### src/sv/urbw_pkg.sv
// Shared types, constants and action codes for the serial-port ring buffers.
package urbw_pkg;

  localparam int RX_DEPTH_DEF = 128;
  localparam int TX_DEPTH_DEF = 16;

  localparam int BYTE_W   = 8;
  localparam int ACT_W    = 3;
  localparam int CNT_W    = 8;
  localparam int WAIT_W   = 8;
  localparam int RX_LVL_W = 8;
  localparam int TX_LVL_W = 5;

  localparam int IN_TDATA_W  = 16;
  localparam int IN_TUSER_W  = ACT_W;
  localparam int OUT_TDATA_W = 40;

  typedef enum logic [ACT_W-1:0] {
    ACT_RX_BYTE  = 3'd0,
    ACT_TX_READY = 3'd1,
    ACT_TX_PUT   = 3'd2,
    ACT_RX_GET   = 3'd3,
    ACT_ARM_RX   = 3'd4,
    ACT_ARM_TX   = 3'd5,
    ACT_FLUSH    = 3'd6
  } action_t;

  typedef struct packed {
    logic capture;
    logic exec;
    logic load_out;
  } cmd_t;

endpackage

### src/sv/urbw_ctrl.sv
// Sequencer: accepts a transfer, runs the datapath step and loads the result register.
module urbw_ctrl (
  input  logic           clk,
  input  logic           rst_n,
  input  logic           in_tvalid,
  output logic           in_tready,
  output logic           out_tvalid,
  input  logic           out_tready,
  output urbw_pkg::cmd_t cmd
);
  import urbw_pkg::*;

  typedef enum logic [1:0] {
    S_IDLE,
    S_EXEC,
    S_LOAD
  } state_t;

  state_t state_r, state_nxt;
  logic   out_valid_r, out_valid_nxt;
  logic   out_free;

  assign in_tready  = (state_r == S_IDLE);
  assign out_tvalid = out_valid_r;
  assign out_free   = !out_valid_r || out_tready;

  always_comb begin
    state_nxt     = state_r;
    out_valid_nxt = out_valid_r && !out_tready;
    cmd           = '0;
    case (state_r)
      S_IDLE: begin
        if (in_tvalid) begin
          cmd.capture = 1'b1;
          state_nxt   = S_EXEC;
        end
      end
      S_EXEC: begin
        cmd.exec  = 1'b1;
        state_nxt = S_LOAD;
      end
      S_LOAD: begin
        if (out_free) begin
          cmd.load_out  = 1'b1;
          out_valid_nxt = 1'b1;
          state_nxt     = S_IDLE;
        end
      end
      default: begin
        state_nxt = S_IDLE;
      end
    endcase
  end

  always_ff @(posedge clk) begin
    if (!rst_n) begin
      state_r     <= S_IDLE;
      out_valid_r <= 1'b0;
    end else begin
      state_r     <= state_nxt;
      out_valid_r <= out_valid_nxt;
    end
  end

  a_exec_then_load: assert property (@(posedge clk) disable iff (!rst_n)
    cmd.exec |=> (state_r == S_LOAD))
    else $error("step not followed by result load");

  a_load_sets_valid: assert property (@(posedge clk) disable iff (!rst_n)
    cmd.load_out |=> out_valid_r)
    else $error("result load did not raise output valid");

  a_one_cmd: assert property (@(posedge clk) disable iff (!rst_n)
    $onehot0(cmd))
    else $error("more than one command at once");

endmodule

### src/sv/urbw_dp.sv
// Datapath: ring buffer stores, pointers, counts, wait state and result register.
module urbw_dp #(
  parameter int RX_DEPTH = urbw_pkg::RX_DEPTH_DEF,
  parameter int TX_DEPTH = urbw_pkg::TX_DEPTH_DEF
) (
  input  logic                               clk,
  input  logic                               rst_n,
  input  urbw_pkg::cmd_t                     cmd,
  input  logic [urbw_pkg::IN_TDATA_W-1:0]    in_tdata,
  input  logic [urbw_pkg::IN_TUSER_W-1:0]    in_tuser,
  output logic [urbw_pkg::OUT_TDATA_W-1:0]   out_tdata
);
  import urbw_pkg::*;

  localparam int RX_PW = (RX_DEPTH > 1) ? $clog2(RX_DEPTH) : 1;
  localparam int RX_FW = $clog2(RX_DEPTH + 1);
  localparam int TX_PW = (TX_DEPTH > 1) ? $clog2(TX_DEPTH) : 1;
  localparam int TX_FW = $clog2(TX_DEPTH + 1);

  logic [BYTE_W-1:0] rx_mem [RX_DEPTH];
  logic [BYTE_W-1:0] tx_mem [TX_DEPTH];

  action_t           act_r;
  logic [BYTE_W-1:0] data_r;
  logic [CNT_W-1:0]  cnt_r;

  logic [RX_PW-1:0]  rx_head_r, rx_head_nxt, rx_tail_r, rx_tail_nxt;
  logic [RX_FW-1:0]  rx_fill_r, rx_fill_nxt;
  logic [TX_PW-1:0]  tx_head_r, tx_head_nxt, tx_tail_r, tx_tail_nxt;
  logic [TX_FW-1:0]  tx_fill_r, tx_fill_nxt;
  logic [WAIT_W-1:0] rx_wait_r, rx_wait_nxt;
  logic              tx_waiting_r, tx_waiting_nxt;

  logic              rx_we, tx_we;
  logic              rx_valid_c, line_mem_c, line_fwd_c, wake_c, must_wait_c, dropped_c;
  logic              rx_valid_r, line_mem_r, line_fwd_r, wake_r, must_wait_r, dropped_r;
  logic [BYTE_W-1:0] rx_q_r, tx_q_r;

  logic [CNT_W-1:0]  want;
  logic [WAIT_W-1:0] rx_fill_ext;
  logic [CNT_W:0]    tx_room;

  logic [BYTE_W-1:0] rx_byte_o, line_byte_o;

  assign want        = (cnt_r > CNT_W'(RX_DEPTH)) ? CNT_W'(RX_DEPTH) : cnt_r;
  assign rx_fill_ext = WAIT_W'(rx_fill_r);
  assign tx_room     = (CNT_W+1)'(TX_DEPTH) - (CNT_W+1)'(tx_fill_r);

  function automatic logic [RX_PW-1:0] rx_wrap(input logic [RX_PW-1:0] p);
    return (p == RX_PW'(RX_DEPTH - 1)) ? '0 : p + 1'b1;
  endfunction

  function automatic logic [TX_PW-1:0] tx_wrap(input logic [TX_PW-1:0] p);
    return (p == TX_PW'(TX_DEPTH - 1)) ? '0 : p + 1'b1;
  endfunction

  always_comb begin
    rx_head_nxt    = rx_head_r;
    rx_tail_nxt    = rx_tail_r;
    rx_fill_nxt    = rx_fill_r;
    tx_head_nxt    = tx_head_r;
    tx_tail_nxt    = tx_tail_r;
    tx_fill_nxt    = tx_fill_r;
    rx_wait_nxt    = rx_wait_r;
    tx_waiting_nxt = tx_waiting_r;
    rx_we          = 1'b0;
    tx_we          = 1'b0;
    rx_valid_c     = 1'b0;
    line_mem_c     = 1'b0;
    line_fwd_c     = 1'b0;
    wake_c         = 1'b0;
    must_wait_c    = 1'b0;
    dropped_c      = 1'b0;
    if (cmd.exec) begin
      case (act_r)
        ACT_RX_BYTE: begin
          if (rx_fill_r < RX_FW'(RX_DEPTH)) begin
            rx_we       = 1'b1;
            rx_head_nxt = rx_wrap(rx_head_r);
            rx_fill_nxt = rx_fill_r + 1'b1;
          end else begin
            dropped_c = 1'b1;
          end
          if (rx_wait_r != '0) begin
            rx_wait_nxt = rx_wait_r - 1'b1;
            wake_c      = (rx_wait_r == WAIT_W'(1));
          end
        end
        ACT_TX_READY: begin
          if (tx_fill_r != '0) begin
            line_mem_c  = 1'b1;
            tx_tail_nxt = tx_wrap(tx_tail_r);
            tx_fill_nxt = tx_fill_r - 1'b1;
          end
          if (tx_fill_nxt < TX_FW'(TX_DEPTH / 2) && tx_waiting_r) begin
            tx_waiting_nxt = 1'b0;
            wake_c         = 1'b1;
          end
        end
        ACT_TX_PUT: begin
          if (tx_fill_r >= TX_FW'(TX_DEPTH)) begin
            dropped_c = 1'b1;
          end else if (tx_fill_r == '0) begin
            tx_we       = 1'b1;
            tx_head_nxt = tx_wrap(tx_head_r);
            tx_tail_nxt = tx_wrap(tx_tail_r);
            line_fwd_c  = 1'b1;
            if (tx_waiting_r) begin
              tx_waiting_nxt = 1'b0;
              wake_c         = 1'b1;
            end
          end else begin
            tx_we       = 1'b1;
            tx_head_nxt = tx_wrap(tx_head_r);
            tx_fill_nxt = tx_fill_r + 1'b1;
          end
        end
        ACT_RX_GET: begin
          if (rx_fill_r != '0) begin
            rx_valid_c  = 1'b1;
            rx_tail_nxt = rx_wrap(rx_tail_r);
            rx_fill_nxt = rx_fill_r - 1'b1;
          end
        end
        ACT_ARM_RX: begin
          if (rx_fill_ext < want) begin
            rx_wait_nxt = want - rx_fill_ext;
            must_wait_c = 1'b1;
          end
        end
        ACT_ARM_TX: begin
          if (tx_room < {1'b0, cnt_r} && tx_room < (CNT_W+1)'(TX_DEPTH / 2)) begin
            tx_waiting_nxt = 1'b1;
            must_wait_c    = 1'b1;
          end
        end
        ACT_FLUSH: begin
          rx_head_nxt    = '0;
          rx_tail_nxt    = '0;
          rx_fill_nxt    = '0;
          tx_head_nxt    = '0;
          tx_tail_nxt    = '0;
          tx_fill_nxt    = '0;
          rx_wait_nxt    = '0;
          tx_waiting_nxt = 1'b0;
        end
        default: begin
        end
      endcase
    end
  end

  always_ff @(posedge clk) begin
    if (!rst_n) begin
      rx_head_r    <= '0;
      rx_tail_r    <= '0;
      rx_fill_r    <= '0;
      tx_head_r    <= '0;
      tx_tail_r    <= '0;
      tx_fill_r    <= '0;
      rx_wait_r    <= '0;
      tx_waiting_r <= 1'b0;
    end else begin
      rx_head_r    <= rx_head_nxt;
      rx_tail_r    <= rx_tail_nxt;
      rx_fill_r    <= rx_fill_nxt;
      tx_head_r    <= tx_head_nxt;
      tx_tail_r    <= tx_tail_nxt;
      tx_fill_r    <= tx_fill_nxt;
      rx_wait_r    <= rx_wait_nxt;
      tx_waiting_r <= tx_waiting_nxt;
    end
  end

  always_ff @(posedge clk) begin
    if (rx_we) begin
      rx_mem[rx_head_r] <= data_r;
    end
    if (cmd.exec) begin
      rx_q_r <= rx_mem[rx_tail_r];
    end
  end

  always_ff @(posedge clk) begin
    if (tx_we) begin
      tx_mem[tx_head_r] <= data_r;
    end
    if (cmd.exec) begin
      tx_q_r <= tx_mem[tx_tail_r];
    end
  end

  always_ff @(posedge clk) begin
    if (cmd.capture) begin
      act_r  <= action_t'(in_tuser[ACT_W-1:0]);
      data_r <= in_tdata[BYTE_W-1:0];
      cnt_r  <= in_tdata[BYTE_W+CNT_W-1:BYTE_W];
    end
    if (cmd.exec) begin
      rx_valid_r  <= rx_valid_c;
      line_mem_r  <= line_mem_c;
      line_fwd_r  <= line_fwd_c;
      wake_r      <= wake_c;
      must_wait_r <= must_wait_c;
      dropped_r   <= dropped_c;
    end
  end

  assign rx_byte_o   = rx_valid_r ? rx_q_r : '0;
  assign line_byte_o = line_mem_r ? tx_q_r : (line_fwd_r ? data_r : '0);

  always_ff @(posedge clk) begin
    if (cmd.load_out) begin
      out_tdata <= {6'b0,
                    TX_LVL_W'(tx_fill_r),
                    RX_LVL_W'(rx_fill_r),
                    dropped_r,
                    must_wait_r,
                    wake_r,
                    line_mem_r | line_fwd_r,
                    line_byte_o,
                    rx_valid_r,
                    rx_byte_o};
    end
  end

  a_rx_fill_bound: assert property (@(posedge clk) disable iff (!rst_n)
    rx_fill_r <= RX_FW'(RX_DEPTH))
    else $error("receive level beyond depth");

  a_tx_fill_bound: assert property (@(posedge clk) disable iff (!rst_n)
    tx_fill_r <= TX_FW'(TX_DEPTH))
    else $error("transmit level beyond depth");

  a_flush_clears: assert property (@(posedge clk) disable iff (!rst_n)
    (cmd.exec && act_r == ACT_FLUSH) |=>
      (rx_fill_r == '0 && tx_fill_r == '0 && rx_wait_r == '0 && !tx_waiting_r))
    else $error("flush left state behind");

endmodule

### src/sv/uart_ring_buffers_with_wake.sv
// Top level: serial-port receive/transmit ring buffers with wake-up signalling.
// Sequencer steps: accept the input transfer, run the step, load the result register; the
// load waits while the output holds an untaken result, and out_tvalid rises once it is loaded.
// A new input is accepted only after the previous result has been loaded (in_tready is high
// only in the idle state). The step reads the stores through a registered port.
// Reset (synchronous, rst_n low) empties both queues and clears waits; store contents
// are undefined until written.
module uart_ring_buffers_with_wake #(
  parameter int RX_DEPTH = urbw_pkg::RX_DEPTH_DEF,
  parameter int TX_DEPTH = urbw_pkg::TX_DEPTH_DEF
) (
  input  logic                             clk,
  input  logic                             rst_n,
  input  logic                             in_tvalid,
  output logic                             in_tready,
  // data_in [7:0], count [15:8]
  input  logic [urbw_pkg::IN_TDATA_W-1:0]  in_tdata,
  // action [2:0]
  input  logic [urbw_pkg::IN_TUSER_W-1:0]  in_tuser,
  output logic                             out_tvalid,
  input  logic                             out_tready,
  // rx_byte [7:0], rx_valid [8], line_byte [16:9], line_valid [17], wake [18],
  // must_wait [19], dropped [20], rx_level [28:21], tx_level [33:29], zero [39:34]
  output logic [urbw_pkg::OUT_TDATA_W-1:0] out_tdata
);
  import urbw_pkg::*;

  cmd_t cmd;

  urbw_ctrl u_ctrl (
    .clk        (clk),
    .rst_n      (rst_n),
    .in_tvalid  (in_tvalid),
    .in_tready  (in_tready),
    .out_tvalid (out_tvalid),
    .out_tready (out_tready),
    .cmd        (cmd)
  );

  urbw_dp #(
    .RX_DEPTH (RX_DEPTH),
    .TX_DEPTH (TX_DEPTH)
  ) u_dp (
    .clk       (clk),
    .rst_n     (rst_n),
    .cmd       (cmd),
    .in_tdata  (in_tdata),
    .in_tuser  (in_tuser),
    .out_tdata (out_tdata)
  );

endmodule

### config.mk
export PLATFORM = sky130hd
export DESIGN_NAME = uart_ring_buffers_with_wake
export DESIGN_NICKNAME = d
export VERILOG_FILES = /design/src/sv/urbw_pkg.sv /design/src/sv/urbw_ctrl.sv /design/src/sv/urbw_dp.sv /design/src/sv/uart_ring_buffers_with_wake.sv
export SDC_FILE = /design/constraint.sdc
export NUM_CORES = 2
export LEC_CHECK = 0
export ABC_AREA = 1
export BUFFER_PORTS_ARGS = -buffer_cell sky130_fd_sc_hd__buf_2
export CAP_MARGIN = 15
export CORE_MARGIN = 2
export CORE_UTILIZATION = 55
export CTS_BUF_LIST = sky130_fd_sc_hd__clkbuf_16
export DETAILED_ROUTE_END_ITERATION = 12
export GPL_TIMING_DRIVEN = 0
export PLACE_DENSITY_LB_ADDON = 0.25
export SYNTH_ARGS = -nofsm -noshare
export SYNTH_HDL_FRONTEND = slang
export SYNTH_SLANG_ARGS = --single-unit
export TNS_END_PERCENT = 100
### constraint.sdc
create_clock -name clk -period 11.8 [get_ports clk]
set_input_delay 2.95 -clock clk [delete_from_list [all_inputs] [get_ports clk]]
set_output_delay 2.95 -clock clk [all_outputs]
set_load 0.02 [all_outputs]
==> impl_metrics.csv <==
group,metric,value,unit
clock_network,clock_latency,770,ps
layout,drive_gt1_share,10.4,%
worst_setup_path,worstReg2RegEnd,"u_dp.rx_mem[45][5]",
worst_hold_path,hp-class,"flop to flop",
worst_setup_path,cp_max_fo,6,
worst_setup_path,critical_path.endpoint_type,"primary output",
clock_network,htree_levels,4,
sta,worstMarginPinSlew,1120,ps
drt,viasPerCell,6.02,
logic_synthesis,yosysUniqueCellTypes,48,
worst_setup_path,slowest_delay,440,ps
clock_network,cts_resized,0,
sta,worst_slack,7420,ps
sta,slew_viol_final,0,
sta,clock_skew,27.4,ps
sta,fmax,228,MHz
clock_network,numCtsBuffers,133,
floorplan,dieArea,0.0987,mm^2
floorplan,row_count,113,
worst_hold_path,hold_depth,0,
worst_setup_path,path_delay_family,"flip-flops",
worst_hold_path,min_to,"u_dp.out_tdata[31]",
logic_synthesis,ys_ff_latch,1274,
logic_synthesis,ys_seq_area_share,71.4,%
global_routing,track_usage,31.4,%
drt,firstDrtPassIters,8,
clock_network,cts_hold_buf,0,
flow_run,cap_violations,0,
logic_synthesis,synth_edf_count,1227,
sta,period_needed,4380,ps
clock_network,cts_buffer_depth,3,
layout,instances_no_fill,6220,
drt,ant_nets,0,
clock_network,cts_setup_buffers,0,
worst_setup_path,r2r-start,"u_ctrl.state_r[0]",
global_routing,grt_max_degree,31,
floorplan,ios,65,
clock_network,cts_tree,"built",
clock_network,clock-sinks,1274,
logic_synthesis,postSynthCellCount,4597,
worst_setup_path,crit_path_start_kind,"flop",
layout,area_growth,14.3,%
clock_network,root_buffer,"clkbuf_16",
global_routing,gr-total-overflow,0,
worst_setup_path,required,8850,ps
placement,dpl.hpwl,108000,um
sta,rsz0062_at_grt,"false",
floorplan,coreArea,0.0952,mm^2
worst_setup_path,critical_path_arrival,1430,ps
logic_synthesis,yosys_warnings,0,
sta,final.setup.tns,0,ps
pwr,total_power,9.51,mW
status,status,"completed",
worst_setup_path,critPathKind,"flop to primary output",
layout,n_antenna_cell,0,
sta,relSlewSlack,25.1,%
logic_synthesis,syn-cell-area,0.0529,mm^2
pwr,power_leakage,21.9,nW
drt,avgRoutedWirePerCell,24.9,um
sta,fin_crit_sh,37.1,%
sta,finalHoldViolations,0,
global_routing,grt_pass1_vias,34800,
floorplan,die_w,314,um
sta,setup_viol,0,
worst_hold_path,hold_start,"u_dp.tx_fill_r[2]",
global_routing,grt_pass1_wl,224000,um
logic_synthesis,syn_avg_cell_area,11.5,um^2
floorplan,die_h,314,um
logic_synthesis,async_flop_share,0,%
pwr,cellPowerDensity,157,mW/mm^2
drt,drt_iter0_drc,5331,
placement,placed_cells,5981,
worst_setup_path,reg2reg_depth,7,
worst_setup_path,crit_chain,"nor2_1 -> buf_2",
pwr,ir_worst_vdd,0.000151,V
placement,post-place-ws,7030,ps
logic_synthesis,ys.flop_type,"edfxtp_1",
clock_network,path_clk_slew,60,ps
layout,utilization,63.6,%
placement,routabilityCongestion,1.01,
worst_setup_path,worst_path_max_delay_cell,"dfxtp_1",
layout,nNetsFinal,4913,
placement,portBuffers,57,
global_routing,antenna_found_initial,4,
floorplan,start_util,55.6,%
drt,drc,0,
worst_setup_path,rrSetupSlack,8000,ps
drt,routed_wl,155000,um
worst_setup_path,worst-path-buf-inv,1,
drt,dr_total_vias,37400,
[sequential cells by signal (all words and copies together) (netlist names), 5 cells and up]
name              count
u_dp.rx_fill_ext      8
u_dp.rx_head_r        7
u_dp.tx_q_r           8
u_dp.rx_wait_r        8
u_dp.rx_tail_r        7
u_dp.data_r           8
u_dp.cnt_r            8
u_dp.rx_q_r           8
u_dp.tx_fill_r        5
u_dp.tx_mem         128
u_dp.rx_mem        1024
u_dp.out_tdata       34
[metal layers]
metal	up-vias	GRT usage, %	share of wire [%]
li1	16700	-	-
met1	18000	43.1	38
met4	6	16.1	5.6
met2	2311	47.1	44
met3	396	7.44	12
met5	-	0	0.022
[how the worst max path moves through the flow]
stage               slack, ps  cells after the start                end         startpoint
finish                   7420                      2          in_tready  u_ctrl.state_r[0]
global route             7350                      2          in_tready  u_ctrl.state_r[0]
CTS                      7390                      2          in_tready  u_ctrl.state_r[0]
detailed placement       7030                      4  u_dp.rx_tail_r[5]              rst_n
global placement         4430                      3  u_dp.out_tdata[4]         out_tready
floorplan                5990                      2  u_dp.out_tdata[0]         out_tready
[worst reg2reg max path, stage by stage (launching register included)]
cell      delay (ps)
dfxtp_1          440
nand2_1          180
clkinv_2         470
nand3_2          240
nor2_2           260
nand3_2          510
buf_2            550
nor2_1           770
[synthesized netlist by cell type (3+ instances only)]
cell type / instances / area, um^2
edfxtp_1: 1227 / 36800
xor2_1: 10 / 87.6
nor3_1: 13 / 65.1
buf_1: 19 / 71.3
buf_2: 138 / 691
nand2_2: 5 / 31.3
nand4_1: 12 / 75.1
a21o_1: 3 / 22.5
a21oi_1: 43 / 215
xnor2_1: 4 / 35.0
clkinv_1: 7 / 26.3
buf_4: 41 / 308
o21ai_0: 95 / 475
dfxtp_1: 47 / 941
o211ai_1: 9 / 67.6
inv_2: 13 / 48.8
nor2_2: 4 / 25.0
nand3b_1: 3 / 22.5
buf_6: 3 / 33.8
a31oi_1: 4 / 25.0
o22ai_1: 14 / 87.6
o21ai_1: 10 / 50.1
a211oi_1: 3 / 22.5
ha_1: 37 / 463
nand3_1: 967 / 4840
nor2_1: 282 / 1060
clkbuf_1: 69 / 259
o221ai_1: 24 / 210
nand3_2: 7 / 70.1
inv_1: 87 / 327
nand2_1: 1368 / 5130
o21a_1: 3 / 22.5
[cell families after synthesis]
group	count (synthesis)	share of synthesized area, %
AOI/OAI and AO/OA	213	2.34
xor gates and xnor gates	14	0.232
adders and majority gates	39	0.951
buffers and inverters	379	3.36
DFF	1274	71.4
other	1	0.00709
and+or+nand+nor	2677	21.7
[through the flow]
stage,cell area (um^2),hold slack [ps]
global route,60500,457
CTS,60500,448
floorplan,52900,400
detailed placement,56300,433
global placement,54800,419
finish,60500,446
[cell usage in the layout, fill, tap and decap left out, types with 4 or more instances in the layout]
cell | netlist | routed
ha_1 | 37 | 37
dfxtp_1 | 47 | 47
edfxtp_1 | 1227 | 1227
a31oi_1 | 4 | 4
inv_2 | 13 | 13
nor2_2 | 4 | 4
buf_16 | 0 | 52
buf_2 | 138 | 195
nand2_2 | 5 | 5
xor2_1 | 10 | 10
buf_4 | 41 | 41
buf_6 | 3 | 6
inv_1 | 87 | 115
o22ai_1 | 14 | 14
nor3_2 | 2 | 4
xnor2_1 | 4 | 4
clkinv_1 | 7 | 41
nand4_1 | 12 | 12
inv_6 | 0 | 4
inv_16 | 0 | 4
clkbuf_16 | 0 | 135
o21ai_0 | 95 | 95
nand3_2 | 7 | 7
nor2_1 | 282 | 282
bufinv_16 | 0 | 8
nand2_1 | 1368 | 1368
o211ai_1 | 9 | 9
clkinv_2 | 1 | 17
a21oi_1 | 43 | 43
clkbuf_1 | 69 | 69
o21ai_1 | 10 | 10
conb_1 | 1 | 6
o221ai_1 | 24 | 24
nor3_1 | 13 | 11
buf_1 | 19 | 19
nand3_1 | 967 | 967
clkinv_8 | 0 | 5
[area by class of cell]
type                       instances  area (um^2)
sequential                      1274        37800
fill                            7165        34700
multi-input combinational       2949        13400
clock buffer                     135         3380
timing repair buffer             114         1780
tap                             1265         1580
buffer                           270         1360
clock inverter                   104          813
inverter                         109          413
[where the power goes]
part / total (mW) / switching, mW / internal, mW
clock: 4.04 / 1.77 / 2.27
sequential: 5.00 / 0.0189 / 4.98
combinational: 0.475 / 0.325 / 0.150
total: 9.51 / 2.11 / 7.40
Power figures use the tool's default switching activity.
